## src/sv/jbic_ram.sv

```systemverilog
// Generic single-write, single-read RAM with registered read data.
module jbic_ram #(
   parameter int WIDTH = 32,
   parameter int DEPTH = 64
) (
   input  logic                     clock,
   input  logic                     we,
   input  logic [$clog2(DEPTH)-1:0] waddr,
   input  logic [WIDTH-1:0]         wdata,
   input  logic [$clog2(DEPTH)-1:0] raddr,
   output logic [WIDTH-1:0]         rdata
);
   logic [WIDTH-1:0] mem [DEPTH];
   logic [WIDTH-1:0] rdata_ff;

   always_ff @(posedge clock) begin
      if (we) begin
         mem[waddr] <= wdata;
      end
      rdata_ff <= mem[raddr];
   end

   assign rdata = rdata_ff;
endmodule

```

## config.mk

```make
export PLATFORM = sky130hd
export DESIGN_NAME = jbic_ram
export DESIGN_NICKNAME = d
export VERILOG_FILES = /design/src/sv/jbic_ram.sv
export SDC_FILE = /design/constraint.sdc
export NUM_CORES = 2
export LEC_CHECK = 0
export BUFFER_PORTS_ARGS = -buffer_cell sky130_fd_sc_hd__buf_2
export CORE_MARGIN = 2
export CORE_UTILIZATION = 35
export CTS_CLUSTER_DIAMETER = 40
export DETAILED_ROUTE_END_ITERATION = 7
export GPL_TIMING_DRIVEN = 0
export SLEW_MARGIN = 20
export SYNTH_ARGS = -nofsm -noshare
export SYNTH_HDL_FRONTEND = slang
export SYNTH_SLANG_ARGS = --single-unit
```

## constraint.sdc

```tcl
create_clock -name clock -period 3.5 [get_ports clock]
set_input_delay 0.35 -clock clock [delete_from_list [all_inputs] [get_ports clock]]
set_output_delay 0.35 -clock clock [all_outputs]
set_load 0.02 [all_outputs]
```

Word-level counts from Yosys, hierarchy flattened. Memory sizes are Yosys's and may differ from the RTL's. A register that Yosys moved wholly into a read port is not among the register bits. Cells that the tools add are included.

Memory bits (read-only): 0. Output and inout port bits: 32. Input bits: 46. Logic and storage cells: 3. Flip-flop bits (word level): 0. Latch bits: 0. Memories: 1. Bits in writable memories: 2048.

Magnitude comparators: 0. Reductions and logical operators: 0. Multipliers: 0. Equal/unequal tests: 0. Bitwise logic cells: 0. Mux-type cells: 2. Add/subtract/negate cells: 0. Shift-type cells: 0. Divide/modulo/power cells: 0.

Memory list: mem (depth 64, bits a word 32, read ports 1, clocked after Yosys merged registers in 1, wr ports 1, line 13) `logic [WIDTH-1:0] mem [DEPTH];`.

Operators with widths (count): two-way mux 1 bit (2).

Logic depth before layout (Yosys ltp).
Depth after elaboration: 2. Depth in mapped cells: 10. Mapped depth without buffers: 5.

Least setup slack after synthesis. OpenSTA, ideal clock, no wires.

Path type: input -> register. Start: input waddr[3]. End: memory mem[48][0] (enable). Arrival time: 3.049 ns. Stages: 4. Library setup time: 0.461 ns. Setup slack: -0.010 ns. Cells stage by stage: clkbuf_1 > nor2b_1 > nand4b_1 > nor3_1.

RTL lines: from (decl) (line 8) `input logic [$clog2(DEPTH)-1:0] waddr,`; to (decl) (line 13).

Straight into the memory's write port.

==> flow_summary.toml <==
[place]
dp_hpwl_mm = 167
dp_cells = 6508
port_buffers = 69
gp_congestion = 0.843

[worst_setup_path]
crit_start = "raddr[1]"
path_cells = "buf_2 > buf_2 > nand2b_1 > clkbuf_1 > o22ai_1 > nor2_1 > a21oi_1 > nor2_1"
crit_family = "simple AND/OR/NAND/NOR gates"
cp-end-kind = "flop"
path_depth = 8
r2r_slack_ps = 760
cp_slowest_cell = "nand2b_1"
critPathKind = "in -> reg"
ff2ff_path_depth = 4
critPathBufInv = 3
slowest_delay_ps = 750
cp.required_ps = 4210
cp.arrival_ps = 4310
crit_path_start_kind = "input pin"
timing.rr.start = "mem[27][18]$_DFFE_PP_"
cp_max_fo = 10

[timing]
period_share_pct = 103
setup_viol = 5
setup_slack_ps = -97.9
finClkSkew_ps = 74.4
hold_slack_ps = 10.4
final_max_slew_viol_count = 0
rsz0062_at_grt = "no"
fmax_mhz = 278
fin_crit_ps = 3600
slew_headroom_pct = 20.2
hold_viol = 0
tightest_slew_ps = 1200
fin_setup_tns_ps = -313

[layout]
drive_gt1_share_pct = 34.2
final_common_cell = "edfxtp_1"
nFillCells = 18800
multi_input_area_um2 = 16000
areaGrowthSynthToFinish_pct = 22.2
final_cell_mix = "edfxtp_1, mux4_2, clkbuf_16, buf_2, mux2i_1"
layout.nets = 3878
seqCellArea_um2 = 62100
fin_cells = 7029

[worst_hold_path]
hp-class = "in -> reg"
holdPathStages = 1
worstHoldStart = "wdata[1]"

[power_and_ir_drop]
power.density_nw_per_um2 = 618
p_leak_uw = 0.0301
vdd_drop_max_mv = 0.431

[routing]
viasPerCell = 5.77
first_iter_violations = 6710
drc_errors = 0
dr.pass1.iters = 6
drt_wl_total_mm = 252
drtAntennaViolNets = 0
wl_per_cell_um = 35.9
via_count = 40600

[synthesis]
syn_inst = 3324
synth.avg_cell_area_um2 = 23.6
synth-compound-area-share_pct = 1.67
netlist-cell-type-count = 34
syn_nets = 3370
yosys.area_share.simple_pct = 1.27
synthMuxAreaShare_pct = 16.8
synth_top_family_by_area = "multiplexers"
yosys_register_bits = 2080
synth_area_um2 = 78500
synth_warnings = 0
ys_seq_area_share_pct = 79.1
synth_xor_area_share_pct = 0
synth_fa_ha_area_share_pct = 0

[floorplan]
die_h_um = 478
start_util_pct = 35.3
dieWidth_um = 478
coreArea_um2 = 223000
ios = 78
die_area_um2 = 228000
num_rows = 173

[clock_network]
root_buffer = "clkbuf_16"
clock_latency_ps = 920
path_clk_slew_ps = 60
cts.htree.levels = 5
cts_buffers = 291
cts_tree = "yes"
clock_sinks = 2080
clockBufferDepth = 4

[global_route]
grt_use_met3_pct = 5.23
top_usage_layer = "met2"
grt.overflow.total = 0
grt_usage_pct = 21.8
grt_pass1_vias = 39600
grt_max_degree = 65
grtUsageMet1_pct = 28.1
antenna_found_initial = 21
use_met2_pct = 34.9
grt_pass1_wl_mm = 339

[run_status]
status = "finished with violations"
violations = "setup timing"

[run]
maxCapViolations = 0
-- per-layer routing --
layer  vias up  routed length (um)
li1      15400                   -
met1     21800               90600
met2      2748              120000
met3       625               27800
met4         4               13500
met5         -                  24
-- final timing paths --
path,to
min reg2reg,rdata[17]$_DFF_P_
max reg2reg,rdata[18]$_DFF_P_
max,rdata[14]$_DFF_P_
min,mem[58][1]$_DFFE_PP_
-- metrics by stage --
step / util, % / worst slack, ps / area [um^2] / power (uW)
floorplan: - / 498 / 78500 / 29600
global placement: 37.1 / -2560 / 82600 / 31000
detailed placement: 38.8 / -1370 / 86400 / 31100
CTS: 43.1 / 29.8 / 95900 / 59600
global route: 43.1 / 45.9 / 96000 / 60700
finish: 43.1 / -97.9 / 96000 / 59300
-- state kept, by name, indices dropped and copies added (netlist names) --
name	count
mem	2048
rdata	32
-- final cells by class --
class                      instances  area share [%]
buffer                           181           0.948
antenna                            6          0.0156
multi-input combinational       1062            16.7
clock inverter                   180            1.91
clock buffer                     329            7.90
tap                             2975            3.88
sequential                      2080            64.7
timing repair buffer             216            3.94
-- cells by family after synthesis --
logic type | count (synthesis)
simple gates | 223
compound gates | 202
mux | 637
buf+inv | 182
flops | 2080
-- power by group --
group | switching (uW) | leakage (uW) | internal (uW)
Sequential | 50.2 | 0.0187 | 27600
Combinational | 2020 | 0.00690 | 977
Clock | 11200 | 0.00455 | 17500
Total | 13300 | 0.0301 | 46000
-- Yosys cell counts (all sizes together) --
cell / n / area [um^2]
a22oi: 12 / 90.1
dfxtp: 32 / 641
nand3: 5 / 25.0
o221ai: 27 / 236
o32ai: 4 / 35.0
nand4: 2 / 12.5
or3: 3 / 18.8
and3: 4 / 25.0
nand4b: 1 / 8.76
clkbuf: 74 / 278
or3b: 5 / 43.8
nor2b: 15 / 93.8
a21oi: 62 / 310
nand3b: 5 / 37.5
o22ai: 84 / 526
buf: 108 / 608
mux4: 544 / 12300
and2: 2 / 12.5
nor2: 137 / 514
nand2b: 8 / 50.1
nor3: 7 / 35.0
a31oi: 1 / 6.26
mux2i: 93 / 931
edfxtp: 2048 / 61500
or2: 3 / 18.8
a41o: 4 / 40.0
a311oi: 8 / 70.1
nand2: 26 / 97.6
-- repair_timing --
action,in CTS,in global routing
endpoints found under the hold margin,48,109
endpoints found under the setup margin,4,3
buffers inserted,0,0
resized for setup,5,1
hold buffers,2,5
pin swaps,0,0
cloned,0,0
Note: power is estimated with default switching activity, not from simulation.
