### config.mk
export PLATFORM = sky130hd
export DESIGN_NAME = jbic_div
export DESIGN_NICKNAME = d
export VERILOG_FILES = /design/src/sv/jbic_div.sv
export SDC_FILE = /design/constraint.sdc
export NUM_CORES = 1
export LEC_CHECK = 0
export ABC_AREA = 0
export CAP_MARGIN = 25
export CORE_AREA = 5 5 97 167
export DETAILED_ROUTE_END_ITERATION = 8
export DIE_AREA = 0 0 102 172
export DONT_BUFFER_PORTS = 1
export GPL_ROUTABILITY_DRIVEN = 1
export GPL_TIMING_DRIVEN = 1
export PLACE_DENSITY = 0.69
export SLEW_MARGIN = 20
export SYNTH_ARGS = -nofsm -noshare
export SYNTH_HDL_FRONTEND = slang
export SYNTH_SLANG_ARGS = --single-unit
### constraint.sdc
create_clock -name clock -period 9.4 [get_ports clock]
set_clock_uncertainty 0.2 [all_clocks]
set_input_delay 1.88 -clock clock [delete_from_list [all_inputs] [get_ports clock]]
set_output_delay 1.88 -clock clock [all_outputs]
set_load 0.01 [all_outputs]
### src/sv/jbic_div.sv
// Iterative signed divider, truncating toward zero, one quotient bit per cycle.
module jbic_div (
   input  logic        clock,
   input  logic        reset,
   input  logic        start,
   input  logic [31:0] dividend,
   input  logic [31:0] divisor,
   output logic        done,
   output logic [31:0] quotient
);
   logic        busy_ff, done_ff, neg_ff;
   logic [4:0]  cnt_ff;
   logic [32:0] rem_ff;
   logic [31:0] quo_ff, dvs_ff;
   logic [32:0] rem_sh, diff;

   // shift in the next dividend bit and try a subtract
   assign rem_sh = {rem_ff[31:0], quo_ff[31]};
   assign diff   = rem_sh - {1'b0, dvs_ff};

   always_ff @(posedge clock) begin
      if (reset) begin
         busy_ff <= 1'b0;
         done_ff <= 1'b0;
      end else begin
         done_ff <= 1'b0;
         if (start) begin
            busy_ff <= 1'b1;
            cnt_ff  <= '0;
            rem_ff  <= '0;
            quo_ff  <= dividend[31] ? 32'd0 - dividend : dividend;
            dvs_ff  <= divisor[31] ? 32'd0 - divisor : divisor;
            neg_ff  <= dividend[31] ^ divisor[31];
         end else if (busy_ff) begin
            if (!diff[32]) begin
               rem_ff <= diff;
               quo_ff <= {quo_ff[30:0], 1'b1};
            end else begin
               rem_ff <= rem_sh;
               quo_ff <= {quo_ff[30:0], 1'b0};
            end
            cnt_ff <= cnt_ff + 5'd1;
            if (cnt_ff == 5'd31) begin
               busy_ff <= 1'b0;
               done_ff <= 1'b1;
            end
         end
      end
   end

   assign done     = done_ff;
   assign quotient = neg_ff ? 32'd0 - quo_ff : quo_ff;
endmodule

# Word-level counts from Yosys, hierarchy flattened
# Index checks and enable logic that the tools add are counted.
[op_classes]
add_sub_neg = 5
n_mul = 0
div = 0
magnitude_cmp = 0
eq_ne = 1
shifts = 0
muxes = 13
bitwise = 3
reduce_logical = 4
[op_table]
columns = ["op", "n"]
rows = [
  ["32-bit two-way mux", 6],
  ["1-bit by 32-bit subtractor with 32-bit output, first input constant", 3],
  ["33-bit by 32-bit subtractor with 33-bit output", 1],
  ["31-bit two-way mux", 1],
  ["5-bit by 1-bit adder with 5-bit output, second input constant", 1],
  ["5-bit == test, second input constant", 1],
  ["1-bit two-way mux", 5],
  ["5-bit two-way mux", 1],
  ["2-bit AND reduction", 2],
  ["3-bit OR reduction", 1],
  ["1-bit NOT", 2],
  ["2-bit nonzero test", 1],
  ["1-bit XOR", 1],
]
[totals]
regBits = 104
latch_bits = 0
ram_bits = 0
rom_bits = 0
inputBits = 67
output_inout_bits = 33
elab_cells = 34
n_memories = 0

# Longest topological paths before layout
# Gate-level depths: netlist of run 1.
[depth]
ltp_word = 4
mapped_depth = 15
mapped_depth_nobuf = 12

# Least setup slack after synthesis of run 1
# OpenSTA, ideal clock, no wires.
[synth_timing]
path_kind = "input port to flip-flop"
from = "input start"
to = "register cnt_ff[0] (enable)"
setup_time_ns = 0.496
arrival_ns = 5.399
t_required_ns = 8.704
path_slack_ns = 3.304
cell_stages = 4
n_path_buf = 2
path_cell_list = "clkbuf_1 -> buf_1 -> nor2_1 -> nor2_1"
[synth_between]
elab_chain_len = 2
[synth_lines]
columns = ["element", "line", "source"]
rows = [
  ["start, declared", "5", "input logic start,"],
  ["2-bit nonzero test (no source line)", "-", ""],
  ["2-bit AND reduction (no source line)", "-", ""],
  ["end signal, assigned", "42", "cnt_ff <= cnt_ff + 5'd1;"],
  ["end, declared", "12", "logic [4:0] cnt_ff;"],
]
# No other way between the ends.
# A chain may end at the register's enable or synchronous reset.

# Final worst setup path of run 1
[layout_timing]
from = "register quo_ff[5]"
to = "output quotient[31]"
[layout_between]
elab_chain_len = 2
[layout_lines]
columns = ["element", "line", "source"]
rows = [
  ["start, declared", "14", "logic [31:0] quo_ff, dvs_ff;"],
  ["start signal, assigned", "31", "quo_ff <= dividend[31] ? 32'd0 - dividend : dividend;"],
  ["start signal, assigned", "37", "quo_ff <= {quo_ff[30:0], 1'b1};"],
  ["start signal, assigned", "40", "quo_ff <= {quo_ff[30:0], 1'b0};"],
  ["1-bit by 32-bit subtractor with 32-bit output", "52", "assign quotient = neg_ff ? 32'd0 - quo_ff : quo_ff;"],
  ["32-bit two-way mux", "52", ""],
  ["end, declared", "9", "output logic [31:0] quotient"],
]
# No other way between the ends.

==> flow_metrics.env, run 1 <==
export IMPL_ios=100
export IMPL_syn_nets=962
export IMPL_status="complete, no violations"
export IMPL_power_mw=1.384
export IMPL_drtIter0Drc=306
export IMPL_areaGrowthSynthToFinish_pct=5.330
export IMPL_yosysSeqAreaShare=0.3934
export IMPL_min_path_type="flip-flop to flip-flop"
export IMPL_cts_resized=0
export IMPL_first_global_vias=6269
export IMPL_place_ws_ps=4061
export IMPL_worst_slew_pin_slew_ps=898.7
export IMPL_dp_hpwl_um=13230
export IMPL_rr_startpoint="quo_ff[31]$_DFFE_PP_"
export IMPL_num_vias=6273
export IMPL_timing_rr_end="rem_ff[5]$_SDFFCE_PP0P_"
export IMPL_cts_clk_slew_worst_paths_ps=70
export IMPL_numCtsBuffers=9
export IMPL_final_cell_mix="102 x edfxtp_1, 82 x a21oi_1, 68 x o21ai_0"
export IMPL_crit_type="flip-flop to primary output"
export IMPL_arrival_ps=3610
export IMPL_fin_crit_ps=5686
export IMPL_ys_warnings_count=0
export IMPL_finalNetCount=931
export IMPL_die_area_mm2=0.01754
export IMPL_cts_tree="built"
export IMPL_fillers=1325
export IMPL_drt_first_pass_iters=5
export IMPL_yosysUniqueCellTypes=62
export IMPL_drtAntennaViolNets=0
export IMPL_vias_per_cell=6.186
export IMPL_multi_input_area_mm2=0.004438
export IMPL_drt_total_wl_um=17820
export IMPL_end_kind="primary output"
export IMPL_synthCells=857
export IMPL_h_tree_depth=3
export IMPL_maxSlewHeadroom=0.4008
export IMPL_clock_sinks=104
export IMPL_fmax_mhz=175.9
export IMPL_drive_gt1_frac=0.04452
export IMPL_vdd_drop_max_uv=121.1
export IMPL_coreArea_mm2=0.01469
export IMPL_finalCritPeriodShare=0.6049
export IMPL_grt_setup_unrepaired="no"
export IMPL_fp_dieH_um=172
export IMPL_start_util=0.5369
export IMPL_die_w_um=102
export IMPL_cts_setup_buffers=0
export IMPL_crit_start="quo_ff[5]$_DFFE_PP_"
export IMPL_grt_overflow=0
export IMPL_synthesis_area_mm2=0.007888
export IMPL_grt_use_total=0.2026
export IMPL_antenna_found_initial=0
export IMPL_hold_violations=0
export IMPL_area_sequential_mm2=0.003103
export IMPL_cts_root_buffer="clkbuf_16"
export IMPL_synth_enable_flop_cells=102
export IMPL_rows=59
export IMPL_grt_pass1_wl_um=28950
export IMPL_grt_max_degree=100
export IMPL_endpoint="quotient[31]"
export IMPL_gp_congestion=0.9066
export IMPL_ys_flop_type="edfxtp_1"
export IMPL_cp_start_kind="flip-flop"
export IMPL_cts_hold_buffers_added=0
export IMPL_p_leak_nw=2.993
export IMPL_worst_slack_ps=3714
export IMPL_drc=0
export IMPL_clk_latency_ps=340
export IMPL_crit_fanout=4
export IMPL_io_buffers=0
export IMPL_tns_ps=0
export IMPL_maxSlewViolCount=0
export IMPL_async_flop_share=0
export IMPL_ys_seq_elements=104
export IMPL_cts_max_path_buffers=2
export IMPL_p_per_area_mw_per_mm2=166.6
export IMPL_diodes=0
export IMPL_maxCapViolations=0
export IMPL_synth_avg_cell_area_um2=9.204
export IMPL_required_ps=7320
export IMPL_holdWs_ps=247.6
export IMPL_reg2reg_depth=13
export IMPL_setup_viol=0
export IMPL_rrSetupSlack_ps=5100
export IMPL_wl_per_cell_um=17.58
export IMPL_layout_cells_most_common="edfxtp_1"
==> cell type report <==
cell class                 count  share of cell area
clock buffer                  10             0.02756
sequential                   104              0.3735
multi-input combinational    658              0.5342
timing repair buffer           5            0.005422
inverter                      48             0.02169
clock inverter                 6             0.01009
tap                          183             0.02756
==> cells in the mapped netlist, drive strengths merged, types with 21 or more instances <==
cell type	instances	area, um2
nor2	61	229.0
ha	37	462.9
edfxtp	102	3063
inv	48	180.2
a21oi	83	415.4
clkbuf	35	131.4
o31ai	24	203.9
xnor2	67	586.8
nand2	53	198.9
o21ai	69	345.3
xor2	51	446.7
or3	30	192.7
o41ai	21	191.4
==> state kept, by name, indices dropped and copies added (netlist names) <==
register,count
cnt_ff,5
quo_ff,32
rem_ff,32
busy_ff,1
dvs_ff,32
neg_ff,1
done,1
==> metal layers <==
layer | vias up | track usage | part of all wire
li1 | 3084 | - | -
met1 | 2966 | 0.2226 | 0.38
met2 | 197 | 0.3860 | 0.54
met3 | 26 | 0.03674 | 0.067
met4 | 0 | 0.06282 | 0.016
met5 | - | 0 | 0
==> power breakdown <==
group	total (mW)	switching, mW	leakage, nW	internal, mW
sequential	0.595	0.0289	0.989	0.566
clock	0.390	0.158	0.148	0.232
combinational	0.399	0.232	1.86	0.167
==> cells by family after synthesis <==
logic type	count (synthesis)	synth area share
multiplexers	3	0.004124
AO/OA/AOI/OAI	257	0.2050
flip-flops	104	0.3934
buffers and inverters	95	0.04664
XOR/XNOR	118	0.1310
AND/OR/NAND/NOR	242	0.1586
adder cells (fa/ha/maj)	38	0.06123
==> worst min-delay path by stage <==
stage / startpoint / endpoint / slack, ps / cells past startpoint
2_1_floorplan: busy_ff$_SDFF_PP0_ / done$_SDFF_PP0_ / 210 / 2
3_3_place_gp: busy_ff$_SDFF_PP0_ / done$_SDFF_PP0_ / 230 / 2
3_5_place_dp: busy_ff$_SDFF_PP0_ / done$_SDFF_PP0_ / 240 / 2
4_1_cts: busy_ff$_SDFF_PP0_ / done$_SDFF_PP0_ / 250 / 2
5_1_grt: busy_ff$_SDFF_PP0_ / done$_SDFF_PP0_ / 290 / 2
6_report: busy_ff$_SDFF_PP0_ / done$_SDFF_PP0_ / 250 / 2
==> per-stage QoR <==
step | std cells | utilization | cell area [um2]
final | 1014 | 0.5655 | 8308
after CTS | 1013 | 0.5645 | 8293
after floorplan | 857 | - | 7888
after detailed placement | 997 | 0.5432 | 7980
after global routing | 1014 | 0.5655 | 8308
after global placement | 997 | 0.5432 | 7980
==> critical path, stage by stage (launching register included) <==
cell	delay [ps]
edfxtp_1	450
or3_4	430
nor3_1	150
nand2_1	100
or4_1	470
or2_1	270
or4_1	500
o31ai_1	460
nand3_1	170
xnor2_1	290
(Power assumes the default switching activity.)
==> run 2, diff against run 1 <==
Clock period 9.4 ns to 5.8 ns, I/O delays scaled along.
==> flow_metrics.env, run 2 (same netlist as run 1, synthesis figures left out) <==
export IMPL_grt_overflow=0
export IMPL_clock_sinks=104
export IMPL_drtIter0Drc=255
export IMPL_crit_fanout=4
export IMPL_required_ps=4440
export IMPL_cts_tree="built"
export IMPL_holdWs_ps=234.5
export IMPL_cts_root_buffer="clkbuf_16"
export IMPL_drt_first_pass_iters=5
export IMPL_drc=0
export IMPL_top_regs="dvs_ff: 32 flops, quo_ff: 32 flops, rem_ff: 32 flops"
export IMPL_maxSlewHeadroom=0.4470
export IMPL_h_tree_depth=3
export IMPL_tns_ps=0
export IMPL_diodes=0
export IMPL_worst_slew_pin_slew_ps=827.7
export IMPL_cts_resized=0
export IMPL_fillers=1310
export IMPL_end_kind="primary output"
export IMPL_hold_violations=0
export IMPL_numCtsBuffers=9
export IMPL_fmax_mhz=201.0
export IMPL_grt_max_degree=100
export IMPL_setup_viol=0
export IMPL_clk_latency_ps=350
export IMPL_cts_hold_buffers_added=0
export IMPL_power_mw=2.182
export IMPL_num_vias=6272
export IMPL_p_per_area_mw_per_mm2=262.9
export IMPL_first_global_vias=6322
export IMPL_final_cells=1015
export IMPL_finalNetCount=932
export IMPL_drtAntennaViolNets=0
export IMPL_vias_per_cell=6.179
export IMPL_antenna_found_initial=0
export IMPL_ios=100
export IMPL_coreArea_mm2=0.01469
export IMPL_place_ws_ps=1147
export IMPL_dp_cells=998
export IMPL_maxCapViolations=0
export IMPL_worst_slack_ps=824.6
export IMPL_start_util=0.5369
export IMPL_die_area_mm2=0.01754
export IMPL_wl_per_cell_um=17.42
export IMPL_min_path_type="flip-flop to flip-flop"
export IMPL_maxSlewViolCount=0
export IMPL_gp_congestion=0.9217
export IMPL_dp_hpwl_um=13290
export IMPL_rows=59
export IMPL_arrival_ps=3620
export IMPL_placed_cell_area_mm2=0.008008
export IMPL_io_buffers=0
export IMPL_cts_setup_buffers=0
export IMPL_layout_cells_most_common="edfxtp_1"
export IMPL_fin_crit_ps=4975
export IMPL_post_route_util=0.5650
export IMPL_status="complete, no violations"
export IMPL_drive_gt1_frac=0.04928
export IMPL_final_cell_mix="102 x edfxtp_1, 82 x a21oi_1, 68 x o21ai_0"
export IMPL_crit_type="flip-flop to primary output"
export IMPL_fp_dieH_um=172
export IMPL_design_area_mm2=0.008300
export IMPL_finalCritPeriodShare=0.8578
export IMPL_drt_total_wl_um=17680
export IMPL_area_sequential_mm2=0.003103
export IMPL_p_leak_nw=2.994
export IMPL_die_w_um=102
export IMPL_grt_pass1_wl_um=28820
export IMPL_cts_clk_slew_worst_paths_ps=70
export IMPL_grt_use_total=0.2028
export IMPL_multi_input_area_mm2=0.004438
export IMPL_grt_setup_unrepaired="no"
export IMPL_areaGrowthSynthToFinish_pct=5.235
export IMPL_cts_max_path_buffers=2
export IMPL_vdd_drop_max_uv=148.1
export IMPL_cp_start_kind="flip-flop"
[run 2: cell count changes in the layout (fill, tap and decap cells not counted), sizes merged]
cell,delta
inv,+3
bufinv,-2
buf,+1
clkbuf,-1
[run 2: power breakdown]
group / internal [mW] / switching, mW / total, mW
combinational: 0.273 / 0.375 / 0.648
sequential: 0.917 / 0.0479 / 0.965
clock: 0.295 / 0.274 / 0.569
total: 1.49 / 0.697 / 2.18
[run 2: worst max-delay path, stage by stage, from the launching register on]
cell,delay [ps]
edfxtp_1,450
or3_4,430
nor3_1,130
nand2_1,90
or4_1,470
or2_1,270
or4_1,510
o31ai_1,460
nand3_1,170
xnor2_1,290
[run 2: routing by layer]
metal,track usage,share of wire
met3,0.04037,0.060
met1,0.2259,0.39
met2,0.3735,0.52
met5,0,0
met4,0.07653,0.028
[run 2: final cells by class]
type / count / area share
sequential: 104 / 0.3738
clock inverter: 7 / 0.006331
tap: 183 / 0.02759
clock buffer: 9 / 0.02713
inverter: 48 / 0.02171
timing repair buffer: 6 / 0.008743
multi-input combinational: 658 / 0.5347
[run 2: final timing paths]
| check | start | to | slack, ps | cells past startpoint |
|---|---|---|---|---|
| worst max register to register | quo_ff[31]$_DFFE_PP_ | rem_ff[5]$_SDFFCE_PP0P_ | 1340 | 13 |
| worst min-delay path | busy_ff$_SDFF_PP0_ | done$_SDFF_PP0_ | 230 | 2 |
| worst min register to register | busy_ff$_SDFF_PP0_ | done$_SDFF_PP0_ | 230 | 2 |
| worst max-delay path | quo_ff[5]$_DFFE_PP_ | quotient[31] | 820 | 9 |
